File: config.mk
export PLATFORM = sky130hd
export DESIGN_NAME = grc_div
export DESIGN_NICKNAME = d
export VERILOG_FILES = /design/src/hw/rtl/grc_div.sv
export SDC_FILE = /design/constraint.sdc
export NUM_CORES = 1
export LEC_CHECK = 0
export ABC_AREA = 1
export BUFFER_PORTS_ARGS = -buffer_cell sky130_fd_sc_hd__buf_2
export CAP_MARGIN = 20
export CORE_ASPECT_RATIO = 0.7
export CORE_MARGIN = 3
export CORE_UTILIZATION = 50
export DETAILED_ROUTE_END_ITERATION = 10
export PLACE_DENSITY = 0.8
export SETUP_SLACK_MARGIN = 0.02
export SLEW_MARGIN = 20
export SYNTH_ARGS = -nofsm -noshare
export SYNTH_HDL_FRONTEND = slang
export SYNTH_SLANG_ARGS = --single-unit
File: constraint.sdc
create_clock -name clk -period 3.8 [get_ports clk]
set_input_delay 0 -clock clk [delete_from_list [all_inputs] [get_ports clk]]
set_output_delay 0 -clock clk [all_outputs]
set_load 0.05 [all_outputs]
File: src/hw/rtl/grc_div.sv
// Restoring divider that produces one quotient bit per cycle.
module grc_div #(
	parameter int NW = 32,
	parameter int DW = 32
) (
	input  logic          clk,
	input  logic          arst_n,
	input  logic          start,
	input  logic [NW-1:0] num,
	input  logic [DW-1:0] den,
	output logic          done,
	output logic [NW-1:0] quo
);
	localparam int CW = $clog2(NW + 1);
	logic [NW-1:0] quo_q;
	logic [DW:0]   rem_q;
	logic [DW-1:0] den_q;
	logic [CW-1:0] cnt_q;
	logic          busy_q;
	logic          done_q;
	logic [DW:0]   trial;
	logic [DW+1:0] diff;

	assign trial = {rem_q[DW-1:0], quo_q[NW-1]};
	assign diff = {1'b0, trial} - {2'b00, den_q};

	always_ff @(posedge clk or negedge arst_n) begin
		if (!arst_n) begin
			busy_q <= 1'b0;
			done_q <= 1'b0;
			cnt_q <= '0;
		end else if (start) begin
			busy_q <= 1'b1;
			done_q <= 1'b0;
			cnt_q <= CW'(NW);
		end else if (busy_q) begin
			cnt_q <= cnt_q - 1'b1;
			if (cnt_q == CW'(1)) begin
				busy_q <= 1'b0;
				done_q <= 1'b1;
			end
		end else begin
			done_q <= 1'b0;
		end
	end

	always_ff @(posedge clk) begin
		if (start) begin
			quo_q <= num;
			rem_q <= '0;
			den_q <= den;
		end else if (busy_q) begin
			if (!diff[DW+1]) begin
				rem_q <= diff[DW:0];
				quo_q <= {quo_q[NW-2:0], 1'b1};
			end else begin
				rem_q <= trial;
				quo_q <= {quo_q[NW-2:0], 1'b0};
			end
		end
	end

	assign done = done_q;
	assign quo = quo_q;
endmodule

==> metrics.log, run 1 <==
INFO  metric final_total_negative_setup_slack = 0 ps
INFO  metric hold_ws = 4.528 ps
INFO  metric worst_pin_slew = approximately 1000 ps
INFO  metric hold_viol_final = 0
INFO  metric finish.cell_count_without_fillers = between 1k and 1.5k
INFO  metric power_switching = 0.002210 W
INFO  metric yosysTopAreaCell = sky130_fd_sc_hd__edfxtp_1
INFO  metric timing.rr.start = den_q[8]
INFO  metric dr.first_iter.drc_count = about 650
INFO  metric synth.cell_area = 0.006952 sq mm
INFO  metric antenna_found_initial = 0
INFO  metric clk-insertion-delay-late = about 360 ps
INFO  metric vias_per_cell = slightly above 5
INFO  metric postSynthAreaPerCell = 7.065 sq um
INFO  metric max_slew_margin = 0.3295
INFO  metric share_of_the_synthesized_area_in_the_top_cell_type = 0.2765
INFO  metric clock_skew = 13.65 ps
INFO  metric routed-via-count = 6,735
INFO  metric clk_root_buffer_cell = sky130_fd_sc_hd__clkbuf_16
INFO  metric drtPass1Iterations = 5
INFO  metric core_region_area = around 0.013 sq mm
INFO  metric total_routing_usage_reported_by_global_routing = 0.2472
INFO  metric cellLeakagePower = 4.604 nW
INFO  metric run_status = completed
INFO  metric number_of_buffers_on_the_longest_clock_path = 2
INFO  metric place.port_buffers = 99
INFO  metric timing.max_cap.violations = 0
INFO  metric utilization = 0.6383
INFO  metric worstHoldPathType = primary input to asynchronous set/reset pin
INFO  metric io-pin-count = 100
INFO  metric layout-area-overhead-vs-synth = 22.64%
INFO  metric total_half_perimeter_wirelength_after_legalization_and_detailed_placement = 13.36 mm
INFO  metric powerDensity = 579.9 mW/mm^2
INFO  metric yosys_warn_count = 0
INFO  metric post_cts.repair.setup_buffers = 0
INFO  metric irDropWorstVdd = 344.5 uV
INFO  metric clk_pin_slew_worst_paths = roughly 80 ps
INFO  metric ys_top_cells_by_area = sky130_fd_sc_hd__edfxtp_1 28%, sky130_fd_sc_hd__nand2_1 22%, sky130_fd_sc_hd__inv_1 9.4%
INFO  metric cp-end-kind = flip-flop
INFO  metric netlist_top_cells_count = 402 x sky130_fd_sc_hd__nand2_1, 174 x sky130_fd_sc_hd__inv_1, 75 x sky130_fd_sc_hd__nand3_1
INFO  metric worst_path_max_delay_cell = sky130_fd_sc_hd__ha_1
INFO  metric timing.reg2reg.worst_path_depth = 13
INFO  metric final_nets = 1,244
INFO  metric drtAntennaViolNets = 0
INFO  metric report.final.setup_viol = 0
INFO  metric post_route_cells_drive_above_1_share = 0.1343
INFO  metric preCtsSetupSlack = 1393 ps
INFO  metric max_freq = 0.4031 GHz
INFO  metric worst-path-max-fanout = 30
INFO  metric cts_max_level = 3
INFO  metric post_drt_wl_per_cell = 14.40 microns
INFO  metric holdBufCountCts = 64
INFO  metric swShare = 0.4469
INFO  metric ys_flop_type = sky130_fd_sc_hd__edfxtp_1
INFO  metric antenna_cells = 0
INFO  metric cts_repair_resize_count = 0
INFO  metric post-route-period-util = 0.6528
INFO  metric final-seq-area = 0.002763 sq mm
INFO  metric comb_power_share = 0.497
INFO  metric synthArstFlopShare = 0.07692
INFO  metric num-fill-cells = between 1k and 1.5k
INFO  metric grt_setup_unrepaired = false
INFO  metric dieArea = 0.01538 sq mm
INFO  metric multiInputGateArea = 0.003372 sq mm
INFO  metric tritoncts = yes
INFO  metric critPathMostFrequentCell = sky130_fd_sc_hd__nand2_4
INFO  metric drc = 0
INFO  metric clock_sinks = about 100
INFO  metric synth-seq-area-share = 0.3974
INFO  metric cpPeakStageDelay = 380 ps
INFO  metric worst_ep_arrival_time = between 2000 and 3000 ps
INFO  metric cp_data_required_time = approximately 4000 ps
INFO  metric critical_path.cell_chain = inv_1 -> ha_1 -> nand2_2 -> nor2_4 -> nand3_1 -> nand3_2 -> nand2_4 -> nand2_4 -> nand2_4 -> nand2_4 -> nand2_1 -> nand3_1 -> o21ai_1
INFO  metric place.gp.congestion = slightly above 1
INFO  metric dp.cells = 1,252
INFO  metric p_int = approximately 0.0027 W
INFO  metric synth_edf_count = 64
INFO  metric layout_setup_ws = around 1300 ps
INFO  metric clockPowerShare = 0.188
INFO  metric seq_power_share = 0.314
INFO  metric count_of_mapped_cells_out_of_synthesis = 984
INFO  metric timing.critical_path.from = den_q[8]
INFO  metric synth_net_count = 1,086
INFO  metric synth.lib_cells_used.distinct = 41
INFO  metric post-synth-top-count-cell = sky130_fd_sc_hd__nand2_1
INFO  metric route.final.wire_length = 19.19 mm
INFO  metric global_route.overflow_total = 0
INFO  metric post-route-min-period = 2480 ps
INFO  metric setup.worst_path.start_class = flip-flop
INFO  metric cts_made_buffers = 9
INFO  metric critical_path_class = flip-flop to flip-flop
INFO  metric first_global_vias = 6,260
INFO  metric synth-seq-cells = 104
INFO  metric rows = 35
INFO  metric die_h = ~100 microns
INFO  metric report.final.slew_viol_count = 0
INFO  metric start_util = 0.5205
INFO  metric grt_pass1_wl = 30.93 mm
INFO  metric grt_start_max_net_pins = 50
INFO  metric fp.dieW = 146.9 microns
-- power by group through the flow --
stage	Sequential (W)	Combinational, W	Clock [W]
floorplan	0.00169	0.00174	0
detailed placement	0.00156	0.00236	0
finish	0.00155	0.00246	0.000932
global placement	0.00156	0.00233	0
CTS	0.00155	0.00242	0.000939
global route	0.00157	0.00275	0.000979
-- per-layer routing --
metal	global-route usage	routed length, microns	up-vias	part of all wire
met1	0.3713	9216	3044	0.48
li1	-	-	3371	-
met5	0	0	-	0
met2	0.3694	7939	289	0.41
met3	0.05028	1716	31	0.089
met4	0.05120	312	0	0.016
-- kinds of logic (layout without fill, tap and decap cells) --
group	count (synthesis)	in the layout	share of synthesized area
compound gates	47	47	0.03744
xor+xnor	14	14	0.01764
fa+ha+maj	35	35	0.06408
buf+inv	201	364	0.1179
flops	104	104	0.3974
simple gates	583	583	0.3656
-- sequential cells by signal, indices dropped and copies added, names as in the netlist --
name / cells
den_q: 32
cnt_q: 6
rem_q: 32
done: 1
busy_q: 1
quo: 32
-- per-stage QoR --
step	power (W)	area (sq um)
floorplan	0.003438	6952
finish	0.004944	8526
global placement	0.003897	7594
CTS	0.004901	8526
global route	0.005299	8526
detailed placement	0.003921	7594
-- area by class of cell --
class | count | area share
Multi-Input combinational cell | 679 | 0.3955
Sequential cell | 104 | 0.3240
Timing Repair Buffer | 169 | 0.1400
Inverter | 179 | 0.07910
Tap cell | 185 | 0.02715
Clock buffer | 10 | 0.02686
Clock inverter | 6 | 0.007338
-- worst max-delay path: cells and delay by family, from the launching register on --
| family | cells | cell delay [ps] |
|---|---|---|
| flops | 1 | 330 |
| compound gates | 1 | 60 |
| buf+inv | 1 | 50 |
| simple gates | 10 | 1520 |
| fa+ha+maj | 1 | 380 |
-- final timing paths --
check	to	slack [ps]
max	rem_q[9]	1320
min	cnt_q[3]	5
max reg2reg	rem_q[9]	1320
min reg2reg	rem_q[26]	480
max in group asynchronous	cnt_q[0]	3620
min in group clk	quo[0]	40
-- cells in the final DEF (no fill, tap or decap), types with 2 or more instances in the layout --
cell type                         n
sky130_fd_sc_hd__nand2_2          4
sky130_fd_sc_hd__ha_1            34
sky130_fd_sc_hd__dfrtp_1          8
sky130_fd_sc_hd__inv_2            3
sky130_fd_sc_hd__and2_1           3
sky130_fd_sc_hd__nand3_2          9
sky130_fd_sc_hd__dlygate4sd3_1   64
sky130_fd_sc_hd__nor2_2           4
sky130_fd_sc_hd__clkinv_4         2
sky130_fd_sc_hd__buf_2           99
sky130_fd_sc_hd__inv_6            2
sky130_fd_sc_hd__inv_1          174
sky130_fd_sc_hd__nand4_1         10
sky130_fd_sc_hd__nand3_1         75
sky130_fd_sc_hd__nor3_2           2
sky130_fd_sc_hd__dfxtp_1         32
sky130_fd_sc_hd__nor2_4           2
sky130_fd_sc_hd__nand2_4          5
sky130_fd_sc_hd__o21bai_1         2
sky130_fd_sc_hd__nand2_1        402
sky130_fd_sc_hd__nand3b_1        15
sky130_fd_sc_hd__a21oi_1         23
sky130_fd_sc_hd__o21ai_1         13
sky130_fd_sc_hd__xnor2_1         13
sky130_fd_sc_hd__nor4_1           3
sky130_fd_sc_hd__o21ai_0          4
sky130_fd_sc_hd__nor2_1          43
sky130_fd_sc_hd__buf_4            5
sky130_fd_sc_hd__edfxtp_1        64
sky130_fd_sc_hd__clkbuf_16        9
sky130_fd_sc_hd__nor3_1           4
(Power assumes the default switching activity.)
==> run 2: changes to the inputs <==
Settings changed: PLACE_DENSITY 0.8 to 0.83.
Clock period 3.8 ns to 2.17 ns, I/O delays scaled along.
==> metrics.log, run 2 (synthesized netlist as in run 1, its figures left out) <==
INFO  metric p_int = 0.005700 W
INFO  metric dieArea = roughly 0.015 sq mm
INFO  metric cts_made_buffers = 9
INFO  metric final-seq-area = 0.002763 sq mm
INFO  metric swShare = 0.4481
INFO  metric clk_root_buffer_cell = sky130_fd_sc_hd__clkbuf_16
INFO  metric total_routing_usage_reported_by_global_routing = 0.2723
INFO  metric antenna_cells = 0
INFO  metric dr.first_iter.drc_count = 906
INFO  metric comb_power_share = 0.560
INFO  metric clock_skew = approximately 18 ps
INFO  metric antenna_found_initial = 0
INFO  metric worst-path-max-fanout = 6
INFO  metric grt_start_max_net_pins = 37
INFO  metric global_route.overflow_total = 0
INFO  metric report.final.slew_viol_count = 0
INFO  metric layout-area-overhead-vs-synth = 37.90%
INFO  metric die_h = 104.7 microns
INFO  metric final_total_negative_setup_slack = 0 ps
INFO  metric path_buf_inv = 3
INFO  metric clock_sinks = 104
INFO  metric io-pin-count = 100
INFO  metric max_slew_margin = 0.6250
INFO  metric clockPowerShare = 0.169
INFO  metric global_routing_usage_on_met2 = 0.4078
INFO  metric tritoncts = yes
INFO  metric grt_setup_unrepaired = true
INFO  metric globalRoute.busiestLayer = met2
INFO  metric setup.worst_path.start_class = flip-flop
INFO  metric num-fill-cells = between 900 and 1k
INFO  metric hold_viol_final = 0
INFO  metric worst_pin_slew = 561.8 ps
INFO  metric run_status = completed
INFO  metric drtAntennaViolNets = 0
INFO  metric timing.max_cap.violations = 0
INFO  metric powerDensity = 1077 mW/mm^2
INFO  metric seq_power_share = 0.271
INFO  metric path_delay_family = simple AND/OR/NAND/NOR gates
INFO  metric start_util = 0.5205
INFO  metric drtPass1Iterations = 8
INFO  metric core_region_area = between 0.01 and 0.015 sq mm
INFO  metric final_nets = 1,287
INFO  metric fp.dieW = ~150 microns
INFO  metric irDropWorstVdd = between 400 and 500 uV
INFO  metric cpPeakStageDelay = 400 ps
INFO  metric place.port_buffers = 99
INFO  metric worstHoldPathType = primary input to flip-flop
INFO  metric cp-end-kind = flip-flop
INFO  metric critical_path_class = flip-flop to flip-flop
INFO  metric rows = 35
INFO  metric post_route_cells_drive_above_1_share = 0.2471
INFO  metric vias_per_cell = 5.288
INFO  metric placed_cell_area = 0.007856 sq mm
INFO  metric cellLeakagePower = 4.950 nW
INFO  metric max_freq = 0.4657 GHz
INFO  metric layout_commonest_cell = sky130_fd_sc_hd__nand2_1
INFO  metric post-route-period-util = 0.9895
INFO  metric grt_pass1_wl = 33.76 mm
INFO  metric route.final.wire_length = ~23 mm
INFO  metric multiInputGateArea = 0.003911 sq mm
INFO  metric clk_pin_slew_worst_paths = 90 ps
INFO  metric global_route.usage.met3 = 0.05938
INFO  metric worst_path_max_delay_cell = sky130_fd_sc_hd__edfxtp_1
INFO  metric power_switching = ~0.0046 W
INFO  metric report.final.setup_viol = 0
INFO  metric routed-via-count = 7,271
INFO  metric grtUsageMet1 = 0.3996
INFO  metric finish.cell_count_without_fillers = 1,375
INFO  metric place.gp.congestion = 0.9872
INFO  metric total_half_perimeter_wirelength_after_legalization_and_detailed_placement = 14.02 mm
INFO  metric utilization = 0.7178
INFO  metric worst_ep_arrival_time = approximately 2400 ps
INFO  metric cts_max_level = 3
INFO  metric cp_data_required_time = 2430 ps
INFO  metric drc = 0
INFO  metric clk-insertion-delay-late = 370 ps
INFO  metric post-route-min-period = 2147 ps
INFO  metric dp.cells = 1,278
INFO  metric layout.cells.most_common_list = 366 x sky130_fd_sc_hd__nand2_1, 164 x sky130_fd_sc_hd__inv_1, 99 x sky130_fd_sc_hd__buf_2, 67 x sky130_fd_sc_hd__dlygate4sd3_1, 65 x sky130_fd_sc_hd__nand3_1
INFO  metric first_global_vias = around 6.6k
INFO  metric critical_path.cell_chain = inv_2 -> ha_4 -> nand2_2 -> nand2_2 -> nand2_1 -> nand3_2 -> a21oi_4 -> nor2_4 -> nor2_8 -> buf_12 -> clkbuf_16 -> nand3b_1 -> nand3_1 -> nand2_1
INFO  metric design_area = 0.009587 sq mm
INFO  metric number_of_buffers_on_the_longest_clock_path = 2
INFO  metric post_drt_wl_per_cell = around 17 microns
-- run 2: changes by cell type in the layout (fill, tap and decap cells not counted), moves of 13 or more --
cell	change
sky130_fd_sc_hd__ha_1	-23
sky130_fd_sc_hd__nor2_1	-13
sky130_fd_sc_hd__nand2_1	-36
sky130_fd_sc_hd__ha_4	+20
sky130_fd_sc_hd__nand2_2	+28
sky130_fd_sc_hd__buf_4	+27
-- run 2: path summary, 6_finish.rpt --
check / from / end / slack [ps] / depth (start not counted)
max in group asynchronous: arst_n / cnt_q[0] / 770 / 4
setup / recovery: den_q[22] / rem_q[17] / 20 / 14
setup reg to reg: den_q[22] / rem_q[17] / 20 / 14
hold reg to reg: rem_q[24] / rem_q[24] / 480 / 2
min in group asynchronous: arst_n / cnt_q[3] / 490 / 3
hold / removal: start / den_q[15] / 270 / 2
-- run 2: final cells by class --
cell class | instances | share of cell area
Sequential cell | 104 | 0.2882
Clock inverter | 7 | 0.009789
Tap cell | 185 | 0.02415
Timing Repair Buffer | 212 | 0.1761
Clock buffer | 9 | 0.02349
Multi-Input combinational cell | 679 | 0.4080
Inverter | 179 | 0.07035
-- run 2: repair_timing --
item	4_1_cts	5_1_grt
pin swaps	1	31
hold buffers	67	0
buffers inserted	1	8
hold endpoints to repair	72	0
setup endpoints to repair	2	33
cloned	0	5
resized for setup	2	125
-- run 2: per-layer routing --
metal | vias to the layer above | routed length [microns]
li1 | 3463 | -
met3 | 56 | 2200
met1 | 3359 | 10070
met4 | 0 | 535
met2 | 393 | 9942
met5 | - | 0
-- run 2: power groups by stage --
stage          Combinational, W  Clock [W]  Sequential, W
2_1_floorplan           0.00307          0        0.00297
3_3_place_gp            0.00441          0        0.00273
5_1_grt                 0.00627    0.00182        0.00283
4_1_cts                 0.00460    0.00176        0.00271
3_5_place_dp            0.00448          0        0.00274
6_report                0.00578    0.00174        0.00280
-- run 2: worst reg2reg max path, stage by stage, from the launching register on --
cell	delay, ps
sky130_fd_sc_hd__edfxtp_1	400
sky130_fd_sc_hd__inv_2	90
sky130_fd_sc_hd__ha_4	220
sky130_fd_sc_hd__nand2_2	70
sky130_fd_sc_hd__nand2_2	60
sky130_fd_sc_hd__nand2_1	70
sky130_fd_sc_hd__nand3_2	100
sky130_fd_sc_hd__a21oi_4	190
sky130_fd_sc_hd__nor2_4	80
sky130_fd_sc_hd__nor2_8	220
sky130_fd_sc_hd__buf_12	150
sky130_fd_sc_hd__clkbuf_16	140
sky130_fd_sc_hd__nand3b_1	90
sky130_fd_sc_hd__nand3_1	100
sky130_fd_sc_hd__nand2_1	60
-- run 2: stage by stage --
stage	hold WS [ps]	power, W	worst slack [ps]
final	272.2	0.01033	22.85
after floorplan	-295.6	0.006038	-10.68
after global placement	-145.5	0.007143	-53.20
after detailed placement	-145.9	0.007219	-25.84
after CTS	241.4	0.009070	20.16
after global routing	276.2	0.01092	-62.69
==> run 3: changes to the inputs <==
Settings changed: ABC_AREA 1 to 0, PLACE_DENSITY 0.83 to 0.84.
==> metrics.log, run 3 <==
INFO  metric worst_pin_slew = 787.7 ps
INFO  metric core_region_area = roughly 0.011 sq mm
INFO  metric drtPass1Iterations = 8
INFO  metric clock_skew = about 24 ps
INFO  metric critical_path_class = flip-flop to flip-flop
INFO  metric ys_top_cells_by_area = sky130_fd_sc_hd__edfxtp_1 33%, sky130_fd_sc_hd__dfxtp_1 11%, sky130_fd_sc_hd__ha_1 7.3%
INFO  metric cp_data_required_time = 2450 ps
INFO  metric die_h = around 96 microns
INFO  metric place.gp.congestion = around 0.87
INFO  metric count_of_mapped_cells_out_of_synthesis = 550
INFO  metric finish.cell_count_without_fillers = approximately 1,000
INFO  metric cp-end-kind = flip-flop
INFO  metric drc = 0
INFO  metric rows = 32
INFO  metric cts_made_buffers = 9
INFO  metric yosys-mux-area-fraction = 0.09985
INFO  metric timing.max_cap.violations = 0
INFO  metric synth.cell_area = 0.005814 sq mm
INFO  metric layout_commonest_cell = sky130_fd_sc_hd__buf_4
INFO  metric final_total_negative_setup_slack = -26,920 ps
INFO  metric clk_pin_slew_worst_paths = 100 ps
INFO  metric synthArstFlopShare = 0.07692
INFO  metric netlist_top_cells_count = 64 x sky130_fd_sc_hd__edfxtp_1, 49 x sky130_fd_sc_hd__nor2_1, 42 x sky130_fd_sc_hd__inv_1
INFO  metric final_nets = 942
INFO  metric worst-path-max-fanout = 9
INFO  metric post_drt_wl_per_cell = around 20 microns
INFO  metric worstHoldPathType = primary input to asynchronous set/reset pin
INFO  metric antenna_cells = 0
INFO  metric dr.first_iter.drc_count = 770
INFO  metric yosys_warn_count = 0
INFO  metric report.final.setup_viol = 33
INFO  metric synth_net_count = 652
INFO  metric worst_path_max_delay_cell = sky130_fd_sc_hd__edfxtp_1
INFO  metric clk-insertion-delay-late = around 370 ps
INFO  metric synth_xor_area_frac = 0.04368
INFO  metric max_slew_margin = 0.4674
INFO  metric dieArea = 0.01298 sq mm
INFO  metric synth.lib_cells_used.distinct = 53
INFO  metric cts_max_level = 3
INFO  metric violations = hold timing, setup timing
INFO  metric yosysTopAreaCell = sky130_fd_sc_hd__edfxtp_1
INFO  metric hold_viol_final = 2
INFO  metric route.final.wire_length = 20.48 mm
INFO  metric met1_routed_wirelength_after_detailed_routing = 7.726 mm
INFO  metric io-pin-count = 100
INFO  metric antenna_found_initial = 0
INFO  metric layout_setup_ws = -899.4 ps
INFO  metric share_of_the_synthesized_area_in_the_top_cell_type = 0.3305
INFO  metric drtAntennaViolNets = 0
INFO  metric placed_cell_area = 0.007418 sq mm
INFO  metric maxUsedRoutingLayer = met4
INFO  metric grt_start_max_net_pins = 35
INFO  metric worst_ep_arrival_time = 3350 ps
INFO  metric place.port_buffers = 99
INFO  metric met2_wirelength = about 9.9 mm
INFO  metric synth_edf_count = 64
INFO  metric post_route_cells_drive_above_1_share = 0.4024
INFO  metric run_status = finished, violations left
INFO  metric global_route.overflow_total = 0
INFO  metric fp.dieW = 134.9 microns
INFO  metric critical_path.cell_chain = inv_1 -> ha_1 -> a21oi_1 -> o21ai_0 -> nand2_1 -> o21ai_1 -> o32a_1 -> a211o_4 -> buf_12 -> buf_12 -> mux2i_1 -> a211oi_1
INFO  metric total_half_perimeter_wirelength_after_legalization_and_detailed_placement = 10.85 mm
INFO  metric number_of_buffers_on_the_longest_clock_path = 2
INFO  metric max_freq = 0.3258 GHz
INFO  metric irDropWorstVdd = roughly 740 uV
INFO  metric synth_simple_gate_area_share = 0.09770
INFO  metric dp.cells = between 900 and 1k
INFO  metric post-synth-top-count-cell = sky130_fd_sc_hd__edfxtp_1
INFO  metric layout-area-overhead-vs-synth = 50.83%
INFO  metric powerDensity = 1285 mW/mm^2
INFO  metric synth-seq-area-share = 0.4751
INFO  metric ys_flop_type = sky130_fd_sc_hd__edfxtp_1
INFO  metric main_combinational_cell_family_by_area_after_synthesis = compound AO/OA/AOI/OAI gates
INFO  metric first_global_vias = 5,892
INFO  metric design_area = 0.008770 sq mm
INFO  metric post-route-period-util = 1.414
INFO  metric grt_pass1_wl = 29.45 mm
INFO  metric report.final.slew_viol_count = 0
INFO  metric start_util = 0.5205
INFO  metric setup.worst_path.start_class = flip-flop
INFO  metric synth_adder_area_share = 0.07661
INFO  metric postSynthAreaPerCell = roughly 11 sq um
INFO  metric cpPeakStageDelay = 390 ps
INFO  metric hold_ws = -4.978 ps
INFO  metric path_buf_inv = 3
INFO  metric cellLeakagePower = approximately 4.0 nW
INFO  metric post-route-min-period = a little over 3000 ps
INFO  metric path_delay_family = compound AO/OA/AOI/OAI gates
INFO  metric critPathMostFrequentCell = sky130_fd_sc_hd__buf_12
INFO  metric clk_root_buffer_cell = sky130_fd_sc_hd__clkbuf_16
INFO  metric layout.cells.most_common_list = 134 x sky130_fd_sc_hd__buf_4, 98 x sky130_fd_sc_hd__buf_2, 65 x sky130_fd_sc_hd__dlygate4sd3_1, 64 x sky130_fd_sc_hd__edfxtp_1, 46 x sky130_fd_sc_hd__nor2_1
INFO  metric route.met3.wl = 1.537 mm
INFO  metric total_routing_usage_reported_by_global_routing = 0.2892
INFO  metric vias_per_cell = roughly 5.9
INFO  metric grt_setup_unrepaired = true
INFO  metric clock_sinks = between 100 and 150
INFO  metric synth_compound_area_frac = 0.1592
INFO  metric routed-via-count = 5,896
INFO  metric synth-seq-cells = 104
INFO  metric tritoncts = yes
run 3: changes by cell type in the layout (fill, tap and decap cells not counted), moves of 17 or more:
cell                       delta
sky130_fd_sc_hd__buf_4      +102
sky130_fd_sc_hd__a21o_1      +17
sky130_fd_sc_hd__nand2_1    -333
sky130_fd_sc_hd__mux2_2      +32
sky130_fd_sc_hd__nand3_1     -60
sky130_fd_sc_hd__a211oi_1    +20
sky130_fd_sc_hd__nand3_2     -17
sky130_fd_sc_hd__nand2_2     -32
sky130_fd_sc_hd__mux2i_1     +21
sky130_fd_sc_hd__inv_1      -126
run 3: layout make-up:
class / count / area [sq um]
clock buffers: 9 / 225.2
clock inverters: 7 / 88.84
fillers: 599 / 2401
inverters: 42 / 157.7
multi-input cells: 378 / 3070
flip-flops and latches: 104 / 2764
well taps: 153 / 191.4
repair buffers: 305 / 2272
run 3: worst paths after layout:
| path | from | to | slack, ps | cells past startpoint |
|---|---|---|---|---|
| setup / recovery | den_q[28] | rem_q[3] | -900 | 12 |
| hold / removal | arst_n | done | -5 | 2 |
| setup reg to reg | den_q[28] | rem_q[3] | -900 | 12 |
| hold reg to reg | done | done | 540 | 2 |
| max in group asynchronous | arst_n | cnt_q[5] | 1990 | 2 |
| min in group clk | start | cnt_q[0] | 60 | 2 |
run 3: cell families (layout without fill, tap and decap cells):
group | count (synthesis) | after routing
buffers and inverters | 68 | 363
muxes | 54 | 54
and+or+nand+nor | 125 | 125
AOI/OAI and AO/OA | 135 | 135
xor gates and xnor gates | 29 | 29
DFF | 104 | 104
adders and majority gates | 35 | 35
run 3: layer usage:
layer | global-route usage | up-vias
li1 | - | 2583
met1 | 0.3401 | 2757
met2 | 0.4863 | 410
met3 | 0.06949 | 146
met4 | 0.1754 | 0
met5 | 0 | -
run 3: power by group:
group          leakage, nW  switching [W]  internal [W]  total [W]
registers             1.01       0.000359       0.00258    0.00294
logic                 2.79        0.00342       0.00318    0.00660
clock network        0.153       0.000891      0.000841    0.00173
total                 3.96        0.00467       0.00660     0.0113
run 3: what timing repair did:
item,in CTS,in global routing
cloned,1,0
gates resized for setup,30,22
endpoints found under the hold margin,72,0
pin swaps,16,11
hold buffers,65,0
setup buffers,11,4
endpoints found under the setup margin,33,33
run 3: metrics by stage:
step                setup WS (ps)  utilization  power [W]
detailed placement         -878.7       0.6641   0.008218
finish                     -899.4       0.7851    0.01127
global route               -989.0       0.7851    0.01174
floorplan                  -801.0            -   0.006254
global placement           -634.1       0.6641   0.007964
CTS                        -701.7       0.7755    0.01058
